`config.mk`:
```
export PLATFORM = sky130hd
export DESIGN_NAME = energy_meter_postprocessor_top
export DESIGN_NICKNAME = d
export VERILOG_FILES = /design/src/design/emp_pkg.sv /design/src/design/emp_div.sv /design/src/design/emp_vhist.sv /design/src/design/energy_meter_postprocessor_top.sv
export SDC_FILE = /design/constraint.sdc
export NUM_CORES = 1
export LEC_CHECK = 0
export BUFFER_PORTS_ARGS = -buffer_cell sky130_fd_sc_hd__buf_2
export CORE_MARGIN = 2
export CORE_UTILIZATION = 61
export DETAILED_ROUTE_END_ITERATION = 7
export PLACE_DENSITY = 0.84
export SLEW_MARGIN = 0
export SYNTH_ARGS = -nofsm -noshare
export SYNTH_HDL_FRONTEND = slang
export SYNTH_HIERARCHICAL = 1
export SYNTH_SLANG_ARGS = --single-unit
```
`constraint.sdc`:
```
create_clock -name i_clk -period 7.5 [get_ports i_clk]
set_clock_uncertainty 0.2 [all_clocks]
set_input_delay 1.5 -clock i_clk [delete_from_list [all_inputs] [get_ports i_clk]]
set_output_delay 1.5 -clock i_clk [all_outputs]
set_load 0.02 [all_outputs]
```
`src/design/emp_pkg.sv`:
```
// shared types, constants and field widths for the energy meter post-processor
package emp_pkg;

    // field widths
    localparam int MODE_W = 2;
    localparam int RAW_W  = 24;
    localparam int VAL_W  = 32;
    localparam int PF_W   = 7;
    localparam int EPK_W  = 16;
    localparam int VS_W   = 10;
    localparam int AS_W   = 11;
    localparam int CFGI_W = 2;
    localparam int CFGD_W = 16;
    localparam int RES_W  = 18;
    localparam int VH_W   = 16;
    localparam int CUR_W  = 15;
    localparam int ADD_W  = 17;

    // voltage history
    localparam int HISTORY_DEPTH = 8;
    localparam int VSUM_W        = VH_W + $clog2(HISTORY_DEPTH);

    // shared divider
    localparam int DIV_W = 32;
    localparam int DSR_W = 24;
    localparam int CNT_W = $clog2(DIV_W + 1);

    // dividend widths per operation
    localparam int PF_BITS = 31;
    localparam int E_BITS  = RES_W;
    localparam int R_BITS  = RAW_W;

    // mode codes
    localparam logic [MODE_W-1:0] MODE_ENERGY = 2'd0;
    localparam logic [MODE_W-1:0] MODE_VOLT   = 2'd1;
    localparam logic [MODE_W-1:0] MODE_CURR   = 2'd2;

    // register indexes
    localparam logic [CFGI_W-1:0] CFG_EPK = 2'd0;
    localparam logic [CFGI_W-1:0] CFG_VS  = 2'd1;
    localparam logic [CFGI_W-1:0] CFG_AS  = 2'd2;

    // register reset values
    localparam logic [EPK_W-1:0] EPK_RESET = 16'd1000;
    localparam logic [VS_W-1:0]  VS_RESET  = 10'd52;
    localparam logic [AS_W-1:0]  AS_RESET  = 11'd400;

    // thresholds and limits
    localparam logic [PF_W-1:0]  PF_FULL  = 7'd100;
    localparam logic [RAW_W-1:0] APP_MIN  = 24'd600;
    localparam logic [CUR_W-1:0] CUR_MIN  = 15'd100;
    localparam logic [RAW_W-1:0] ACT_MIN  = 24'd300;
    localparam logic [RAW_W-1:0] ACT_MAX  = 24'd100000;
    localparam logic [VAL_W-1:0] VAVG_MIN = 32'd2000;
    localparam logic [VH_W-1:0]  VOLT_INIT = 16'd22000;
    localparam logic [VH_W-1:0]  VOLT_SAT  = 16'hFFFF;
    localparam logic [CUR_W-1:0] CUR_SAT   = 15'h7FFF;
    localparam logic [VSUM_W-1:0] VSUM_INIT = VSUM_W'(22000 * HISTORY_DEPTH);

    // divider request and response
    typedef struct packed {
        logic             start;
        logic [DIV_W-1:0] dividend;
        logic [DSR_W-1:0] divisor;
        logic [CNT_W-1:0] nbits;
    } t_div_req;

    typedef struct packed {
        logic             done;
        logic [DIV_W-1:0] quotient;
        logic [DSR_W-1:0] remainder;
    } t_div_rsp;

endpackage

```
`src/design/emp_div.sv`:
```
// shared restoring divider, one quotient bit per cycle
module emp_div (
    input  logic              i_clk,
    input  logic              i_rst_n,
    input  emp_pkg::t_div_req i_req,
    output emp_pkg::t_div_rsp o_rsp
);
    import emp_pkg::*;

    logic             r_busy;
    logic             r_done;
    logic [CNT_W-1:0] r_cnt;
    logic [DSR_W-1:0] r_rem;
    logic [DIV_W-1:0] r_quo;
    logic [DSR_W-1:0] r_dsr;

    logic [DSR_W:0]   shifted;
    logic [DSR_W+1:0] trial;
    logic             neg;
    logic [DSR_W-1:0] n_rem;

    // one trial subtraction per step
    always_comb begin
        shifted = {r_rem, r_quo[DIV_W-1]};
        trial   = {1'b0, shifted} - {2'b00, r_dsr};
        neg     = trial[DSR_W+1];
        n_rem   = neg ? shifted[DSR_W-1:0] : trial[DSR_W-1:0];
    end

    // control
    always_ff @(posedge i_clk) begin
        if (!i_rst_n) begin
            r_busy <= 1'b0;
            r_done <= 1'b0;
            r_cnt  <= '0;
        end else begin
            r_done <= 1'b0;
            if (i_req.start) begin
                r_busy <= 1'b1;
                r_cnt  <= i_req.nbits;
            end else if (r_busy) begin
                r_cnt <= r_cnt - 1'b1;
                if (r_cnt == CNT_W'(1)) begin
                    r_busy <= 1'b0;
                    r_done <= 1'b1;
                end
            end
        end
    end

    // datapath
    always_ff @(posedge i_clk) begin
        if (i_req.start) begin
            r_rem <= '0;
            r_quo <= i_req.dividend;
            r_dsr <= i_req.divisor;
        end else if (r_busy) begin
            r_rem <= n_rem;
            r_quo <= {r_quo[DIV_W-2:0], ~neg};
        end
    end

    assign o_rsp.done      = r_done;
    assign o_rsp.quotient  = r_quo;
    assign o_rsp.remainder = r_rem;

    // checks
    a_no_restart: assert property (@(posedge i_clk) disable iff (!i_rst_n)
        i_req.start |-> !r_busy)
        else $error("divider started while busy");

    a_cnt_live: assert property (@(posedge i_clk) disable iff (!i_rst_n)
        r_busy |-> (r_cnt != '0))
        else $error("divider busy with zero count");

endmodule

```
`src/design/emp_vhist.sv`:
```
// voltage history shift line with running sum
module emp_vhist (
    input  logic                         i_clk,
    input  logic                         i_rst_n,
    input  logic                         i_push,
    input  logic [emp_pkg::VH_W-1:0]     i_data,
    output logic [emp_pkg::VSUM_W-1:0]   o_sum
);
    import emp_pkg::*;

    logic [VH_W-1:0]   r_hist [HISTORY_DEPTH];
    logic [VSUM_W-1:0] r_sum;
    logic [VSUM_W-1:0] n_sum;

    // newest enters, oldest leaves the sum
    assign n_sum = r_sum + VSUM_W'(i_data) - VSUM_W'(r_hist[HISTORY_DEPTH-1]);

    always_ff @(posedge i_clk) begin
        if (!i_rst_n) begin
            for (int i = 0; i < HISTORY_DEPTH; i++) begin
                r_hist[i] <= VOLT_INIT;
            end
            r_sum <= VSUM_INIT;
        end else if (i_push) begin
            for (int i = HISTORY_DEPTH - 1; i > 0; i--) begin
                r_hist[i] <= r_hist[i-1];
            end
            r_hist[0] <= i_data;
            r_sum     <= n_sum;
        end
    end

    assign o_sum = r_sum;

endmodule

```
`src/design/energy_meter_postprocessor_top.sv`:
```
// top level: sequencer, state and registers of the energy meter post-processor
//
// One item is handled at a time; the time per item is set by a single shared
// restoring divider that yields one quotient bit per cycle. An energy item uses
// the divider twice when the power factor needs a division (31 bits for the factor,
// 18 bits for the kWh step) and once when it does not; a voltage item divides for
// scaling, then takes a shift for the average over the history; a current item
// divides once; a zero scale or the unused mode skips the divider. A finished result
// sits in the output register, so the next item is taken while it waits. The config
// port is always ready; registers should only be written with the block idle.
module energy_meter_postprocessor_top (
    input  logic                        i_clk,
    input  logic                        i_rst_n,
    // input items
    input  logic                        i_in_valid,
    output logic                        o_in_ready,
    input  logic [emp_pkg::MODE_W-1:0]  i_mode,
    input  logic [emp_pkg::RAW_W-1:0]   i_active_energy,
    input  logic [emp_pkg::RAW_W-1:0]   i_apparent_energy,
    input  logic [emp_pkg::RAW_W-1:0]   i_rms_reading,
    // results
    output logic                        o_out_valid,
    input  logic                        i_out_ready,
    output logic [emp_pkg::VAL_W-1:0]   o_value,
    output logic [emp_pkg::PF_W-1:0]    o_power_factor,
    // configuration writes
    input  logic                        i_cfg_valid,
    output logic                        o_cfg_ready,
    input  logic [emp_pkg::CFGI_W-1:0]  i_cfg_index,
    input  logic [emp_pkg::CFGD_W-1:0]  i_cfg_data
);
    import emp_pkg::*;

    typedef enum logic [8:0] {
        S_IDLE     = 9'b000000001,
        S_DISPATCH = 9'b000000010,
        S_PF_DIV   = 9'b000000100,
        S_E_START  = 9'b000001000,
        S_E_DIV    = 9'b000010000,
        S_V_DIV    = 9'b000100000,
        S_V_AVG    = 9'b001000000,
        S_C_DIV    = 9'b010000000,
        S_OUT      = 9'b100000000
    } t_state;

    t_state r_state, n_state;

    logic [MODE_W-1:0] r_mode, n_mode;
    logic [RAW_W-1:0]  r_act, n_act;
    logic [RAW_W-1:0]  r_app, n_app;
    logic [RAW_W-1:0]  r_rms, n_rms;

    logic [EPK_W-1:0]  r_epk;
    logic [VS_W-1:0]   r_vs;
    logic [AS_W-1:0]   r_as;

    logic [RES_W-1:0]  r_residual, n_residual;
    logic [VAL_W-1:0]  r_kwh, n_kwh;
    logic [CUR_W-1:0]  r_last_cur, n_last_cur;
    logic [PF_W-1:0]   r_pf, n_pf;
    logic [VAL_W-1:0]  r_res, n_res;

    logic              r_out_valid, n_out_valid;
    logic [VAL_W-1:0]  r_out_value, n_out_value;
    logic [PF_W-1:0]   r_out_pf, n_out_pf;

    t_div_req          div_req;
    t_div_rsp          div_rsp;
    logic              v_push;
    logic [VH_W-1:0]   v_data;
    logic [VSUM_W-1:0] v_sum;
    logic [VSUM_W-1:0] v_avg;

    logic [PF_BITS-1:0] pf_prod;
    logic [ADD_W-1:0]   e_add;
    logic [RES_W-1:0]   e_sum;
    logic [VAL_W-1:0]   kwh_next;
    logic [CUR_W-1:0]   cur_sat;

    emp_div u_div (
        .i_clk   (i_clk),
        .i_rst_n (i_rst_n),
        .i_req   (div_req),
        .o_rsp   (div_rsp)
    );

    emp_vhist u_vhist (
        .i_clk   (i_clk),
        .i_rst_n (i_rst_n),
        .i_push  (v_push),
        .i_data  (v_data),
        .o_sum   (v_sum)
    );

    // helper arithmetic
    always_comb begin
        pf_prod = (PF_BITS'(r_act) << 6) + (PF_BITS'(r_act) << 5) + (PF_BITS'(r_act) << 2);
        e_add   = ((r_act < ACT_MIN) || (r_act > ACT_MAX)) ? '0 : r_act[ADD_W-1:0];
        e_sum   = r_residual + RES_W'(e_add);
        kwh_next = r_kwh + div_rsp.quotient;
        cur_sat = (div_rsp.quotient[DIV_W-1:CUR_W] != '0) ? CUR_SAT
                                                        : div_rsp.quotient[CUR_W-1:0];
        v_data  = (div_rsp.quotient[DIV_W-1:VH_W] != '0) ? VOLT_SAT
                                                       : div_rsp.quotient[VH_W-1:0];
        // history depth is a power of two, so the average is a shift
        v_avg   = v_sum / VSUM_W'(HISTORY_DEPTH);
    end

    // sequencer
    always_comb begin
        n_state     = r_state;
        n_mode      = r_mode;
        n_act       = r_act;
        n_app       = r_app;
        n_rms       = r_rms;
        n_residual  = r_residual;
        n_kwh       = r_kwh;
        n_last_cur  = r_last_cur;
        n_pf        = r_pf;
        n_res       = r_res;
        n_out_valid = r_out_valid;
        n_out_value = r_out_value;
        n_out_pf    = r_out_pf;
        div_req     = '0;
        v_push      = 1'b0;

        // result taken downstream
        if (r_out_valid && i_out_ready) begin
            n_out_valid = 1'b0;
        end

        case (r_state)
            S_IDLE: begin
                if (i_in_valid) begin
                    n_mode  = i_mode;
                    n_act   = i_active_energy;
                    n_app   = i_apparent_energy;
                    n_rms   = i_rms_reading;
                    n_state = S_DISPATCH;
                end
            end
            S_DISPATCH: begin
                case (r_mode)
                    MODE_ENERGY: begin
                        if (r_epk == '0) begin
                            n_res   = '0;
                            n_state = S_OUT;
                        end else if ((r_app < APP_MIN) || (r_last_cur < CUR_MIN)) begin
                            n_pf    = PF_FULL;
                            n_state = S_E_START;
                        end else begin
                            div_req.start    = 1'b1;
                            div_req.dividend = {pf_prod, {(DIV_W-PF_BITS){1'b0}}};
                            div_req.divisor  = r_app;
                            div_req.nbits    = CNT_W'(PF_BITS);
                            n_state          = S_PF_DIV;
                        end
                    end
                    MODE_VOLT: begin
                        if (r_vs == '0) begin
                            n_res   = '0;
                            n_state = S_OUT;
                        end else begin
                            div_req.start    = 1'b1;
                            div_req.dividend = {r_rms, {(DIV_W-R_BITS){1'b0}}};
                            div_req.divisor  = DSR_W'(r_vs);
                            div_req.nbits    = CNT_W'(R_BITS);
                            n_state          = S_V_DIV;
                        end
                    end
                    MODE_CURR: begin
                        if (r_as == '0) begin
                            n_res   = '0;
                            n_state = S_OUT;
                        end else begin
                            div_req.start    = 1'b1;
                            div_req.dividend = {r_rms, {(DIV_W-R_BITS){1'b0}}};
                            div_req.divisor  = DSR_W'(r_as);
                            div_req.nbits    = CNT_W'(R_BITS);
                            n_state          = S_C_DIV;
                        end
                    end
                    default: begin
                        n_res   = '0;
                        n_state = S_OUT;
                    end
                endcase
            end
            S_PF_DIV: begin
                if (div_rsp.done) begin
                    n_pf    = (div_rsp.quotient >= VAL_W'(PF_FULL)) ? PF_FULL
                                                                  : div_rsp.quotient[PF_W-1:0];
                    n_state = S_E_START;
                end
            end
            S_E_START: begin
                div_req.start    = 1'b1;
                div_req.dividend = {e_sum, {(DIV_W-E_BITS){1'b0}}};
                div_req.divisor  = DSR_W'(r_epk);
                div_req.nbits    = CNT_W'(E_BITS);
                n_state          = S_E_DIV;
            end
            S_E_DIV: begin
                if (div_rsp.done) begin
                    n_kwh      = kwh_next;
                    n_residual = div_rsp.remainder[RES_W-1:0];
                    n_res      = kwh_next;
                    n_state    = S_OUT;
                end
            end
            S_V_DIV: begin
                if (div_rsp.done) begin
                    v_push  = 1'b1;
                    n_state = S_V_AVG;
                end
            end
            S_V_AVG: begin
                n_res   = (VAL_W'(v_avg) < VAVG_MIN) ? '0 : VAL_W'(v_avg);
                n_state = S_OUT;
            end
            S_C_DIV: begin
                if (div_rsp.done) begin
                    n_last_cur = cur_sat;
                    n_res      = (cur_sat < CUR_MIN) ? '0 : VAL_W'(cur_sat);
                    n_state    = S_OUT;
                end
            end
            S_OUT: begin
                if (!r_out_valid || i_out_ready) begin
                    n_out_valid = 1'b1;
                    n_out_value = r_res;
                    n_out_pf    = r_pf;
                    n_state     = S_IDLE;
                end
            end
            default: begin
                n_state = S_IDLE;
            end
        endcase
    end

    // control and state registers
    always_ff @(posedge i_clk) begin
        if (!i_rst_n) begin
            r_state     <= S_IDLE;
            r_residual  <= '0;
            r_kwh       <= '0;
            r_last_cur  <= '0;
            r_pf        <= PF_FULL;
            r_out_valid <= 1'b0;
        end else begin
            r_state     <= n_state;
            r_residual  <= n_residual;
            r_kwh       <= n_kwh;
            r_last_cur  <= n_last_cur;
            r_pf        <= n_pf;
            r_out_valid <= n_out_valid;
        end
    end

    // payload registers
    always_ff @(posedge i_clk) begin
        r_mode      <= n_mode;
        r_act       <= n_act;
        r_app       <= n_app;
        r_rms       <= n_rms;
        r_res       <= n_res;
        r_out_value <= n_out_value;
        r_out_pf    <= n_out_pf;
    end

    // configuration registers, unknown indexes ignored
    always_ff @(posedge i_clk) begin
        if (!i_rst_n) begin
            r_epk <= EPK_RESET;
            r_vs  <= VS_RESET;
            r_as  <= AS_RESET;
        end else if (i_cfg_valid) begin
            case (i_cfg_index)
                CFG_EPK: r_epk <= i_cfg_data;
                CFG_VS:  r_vs  <= i_cfg_data[VS_W-1:0];
                CFG_AS:  r_as  <= i_cfg_data[AS_W-1:0];
                default: ;
            endcase
        end
    end

    assign o_in_ready     = (r_state == S_IDLE);
    assign o_cfg_ready    = 1'b1;
    assign o_out_valid    = r_out_valid;
    assign o_value        = r_out_value;
    assign o_power_factor = r_out_pf;

    // checks
    a_done_expected: assert property (@(posedge i_clk) disable iff (!i_rst_n)
        div_rsp.done |-> (r_state == S_PF_DIV || r_state == S_E_DIV ||
                          r_state == S_V_DIV || r_state == S_C_DIV))
        else $error("divider result arrived outside a wait state");

    a_pf_range: assert property (@(posedge i_clk) disable iff (!i_rst_n)
        o_out_valid |-> (o_power_factor <= PF_FULL))
        else $error("power factor above full scale");

    a_out_load: assert property (@(posedge i_clk) disable iff (!i_rst_n)
        (r_state == S_OUT && (!r_out_valid || i_out_ready))
        |=> (r_state == S_IDLE && o_out_valid))
        else $error("result not loaded into free output register");

endmodule
```
==> key figures <==
Run status
  – Status: complete, no violations

Yosys
  – Mapped Cells: 2,515
  – Netlist cell types: 102
  – Sequential share of the synthesized area: 49.7%
  – Post-synth top area share: 37.1%
  – Area contributors post-synth: edfxtp_1 (37%), dfxtp_1 (13%), ha_1 (6.9%)
  – Number of flops mapped to enable cells by yosys: 329
  – Ys flop type: edfxtp_1
  – Post-Syn Area: 0.0266 mm2
  – Yosys warns: 6
  – Avg Cell Area, Syn: 10.6 um2
  – Async SR Flop Fraction: 0%
  – Seq cells post-synth: 497
  – Post-synth top area cell: edfxtp_1

Detailed routing
  – Final antenna-violating net count: 0
  – Post-Route WL: 62,700 um
  – Wirelength per Cell: 19.3 um
  – DRT iter0 DRCs: 2,004
  – First drt pass iteration count: 6
  – # DRC: 0
  – Via count: 19.4k
  – Vias per cell: 5.99

Critical path
  – CP Data Required Time: 7.62 ns
  – CP bufs+invs: 3
  – WS Path Type: reg -> reg
  – Critical Path AT: 5.20 ns
  – Critical Path Source Type: flop
  – Crit-path max cell delay: 0.51 ns
  – Critical Path End Type: flop
  – CP max-delay cell: edfxtp_1
  – Crit path max fanout: 18
  – Crit-path leading delay family: compound AO/OA/AOI/OAI gates

Floorplan
  – Die width: 213 um
  – Initial Utilization: 61.8%
  – Row cnt: 76
  – Core ar.: 0.0431 mm2
  – Die span in y: 213 um
  – Num ports: 139
  – Die Footprint: 0.0454 mm2

Timing
  – Period minus WS final: 5.08 ns
  – Final Hold Viols: 0
  – Worst Tran Pin Value: 1.19 ns
  – Unrepaired setup endpoints after global routing: false
  – Fin. max-slew vios: 0
  – Setup tns final: 0 ns
  – Fmax: 0.197 GHz
  – Max-slew headroom: 20.2%
  – Period utilisation layout: 67.7%
  – # setup viols final: 0

Clock tree
  – Post-CTS sizing: 0
  – CTS tree: built
  – Post-CTS Hold Buffers: 0
  – Clk root buf: clkbuf_16
  – # Post-CTS Setup Buffers: 0
  – Clock Sinks: 497
  – Longest Clk Path Bufs: 3
  – Clock Latency Late Sink: 0.59 ns
  – Reg clk slew, reported paths: 0.06 ns
  – Num CTS Buffers: 50
  – H-tree depth: 2

Power
  – Max rail drop VDD: 0.204 mV
  – Leakage: 0.0118 uW
  – Portion of total power attributed to the clock network: 31.2%
  – P_sw: 2470 uW
  – Internal power: 5410 uW
  – Power share of the combinational group: 26.5%
  – Power density over cell area: 268 mW/mm2
  – Seq pwr share: 42.2%
  – Sw frac: 31.4%

Global route
  – GRT Residual Overflow: 0
  – Vias in the first global route: 18.6k
  – Initial antenna violation count: 1
  – Largest net degree at the start of global routing: 106
  – Total Routing Usage GR: 27.9%
  – Global-route wire length before repair: 99,500 um

Finish
  – Most common cell after layout, fill and taps aside: edfxtp_1
  – Final net count: 2,902
  – Util after Layout: 68.4%
  – Multi-input logic area: 0.0124 mm2
  – Register area: 0.0132 mm2
  – Fill count: 3,158
  – Commonest non-fill, non-tap cells in the layout: edfxtp_1 (329), nand2_1 (263), dfxtp_1 (168), inv_1 (156), ha_1 (146)
  – Layout area overhead: 10.5%
  – Share of cells above drive strength 1: 14.7%

Place
  – Port Buffers: 137
  – Post-DP HPWL: 45,700 um
  – Final Wtd Congestion: 0.957

Worst hold path
  – Hold/Removal Path Class: reg -> reg

Job
  – Max_cap viols: 0
## through the flow
step	hold slack, ns	power, uW	area, um2	std cells	setup slack [ns]
floorplan	0.200	4900	26600	2518	2.28
global placement	0.200	5350	27800	3152	2.60
detailed placement	0.205	5420	27800	3152	2.53
CTS	0.219	7880	29400	3245	2.50
global route	0.224	8260	29400	3245	1.97
finish	0.217	7880	29400	3246	2.42
## power by group through the flow
stage,sequential [uW],clock [uW],combinational [uW]
finish,3330,2460,2090
global placement,3370,0,1970
floorplan,3310,0,1590
global route,3350,2610,2300
CTS,3320,2500,2050
detailed placement,3380,0,2040
## area by class of cell
cell class,count,share of cell area [%]
Inverter,157,2.01
Clock inverter,25,0.744
Antenna cell,1,0.00850
Sequential cell,497,45.0
Timing Repair Buffer,162,2.97
Multi-Input combinational cell,1751,42.0
Clock buffer,68,4.76
Tap cell,585,2.49
## cell families after synthesis
kind of cell	after synthesis	synth area share (%)
fa+ha+maj	186	9.86
flops	497	49.7
xor+xnor	88	2.89
simple gates	855	16.2
compound gates	560	15.0
buf+inv	270	3.96
other cells	2	0.0282
mux	57	2.30
## state kept, by name (all words and copies together), names as in the netlist, 18 cells and up
name and count:
o_value 32, r_rms 24, u_div/r_dsr 24, r_kwh 32, u_div/r_quo 32, r_act 24
u_vhist/o_sum 19, r_residual 18, u_vhist/r_hist 128, r_app 24, u_div/r_rem 24, r_res 32
## final timing paths
path              startpoint         endpoint  slack [ns]  depth (start not counted)
setup / recovery    r_act[6]  u_div/r_quo[22]        2.42                         25
hold / removal     r_res[30]      o_value[30]        0.22                          0
setup reg to reg    r_act[6]  u_div/r_quo[22]        2.42                         25
hold reg to reg    r_res[30]      o_value[30]        0.22                          0
## worst register-to-register path, delay by kind of cell (launching register included)
kind                     cells  cell delay [ns]
buffers and inverters        3             0.39
AND/OR/NAND/NOR              6             0.61
adder cells (fa/ha/maj)      3             0.82
multiplexers                 1             0.31
flip-flops                   1             0.51
XOR/XNOR                     1             0.13
AO/OA/AOI/OAI               11             1.84
## routing by layer
metal,global-route usage [%],routed length (um),vias up
met1,39.8,27900,9271
met4,8.20,1610,0
li1,-,-,9262
met3,5.60,5080,115
met5,0,0,-
met2,43.5,28200,785
## synthesized netlist by cell type (13+ instances only)
| cell | count |
|---|---|
| edfxtp_1 | 329 |
| nand2_1 | 263 |
| dfxtp_1 | 168 |
| inv_1 | 157 |
| ha_1 | 146 |
| nor2_1 | 139 |
| a21oi_1 | 105 |
| clkbuf_1 | 98 |
| o21ai_0 | 83 |
| and3_1 | 75 |
| or2_2 | 75 |
| nand3_1 | 71 |
| a21boi_0 | 55 |
| a21o_1 | 55 |
| and2_1 | 54 |
| xnor2_1 | 54 |
| fa_1 | 40 |
| mux2_2 | 34 |
| xor2_1 | 34 |
| nand2b_1 | 27 |
| nor2b_1 | 27 |
| nor3_1 | 26 |
| a211oi_1 | 24 |
| mux2i_1 | 23 |
| o221ai_1 | 21 |
| o211a_1 | 20 |
| o21a_1 | 20 |
| nand4_1 | 19 |
| nor4_1 | 19 |
| a22oi_1 | 18 |
| o211ai_1 | 17 |
| a31oi_1 | 14 |
| o21ai_1 | 14 |
| o21bai_1 | 13 |
Note: power is estimated with default switching activity, not from simulation.
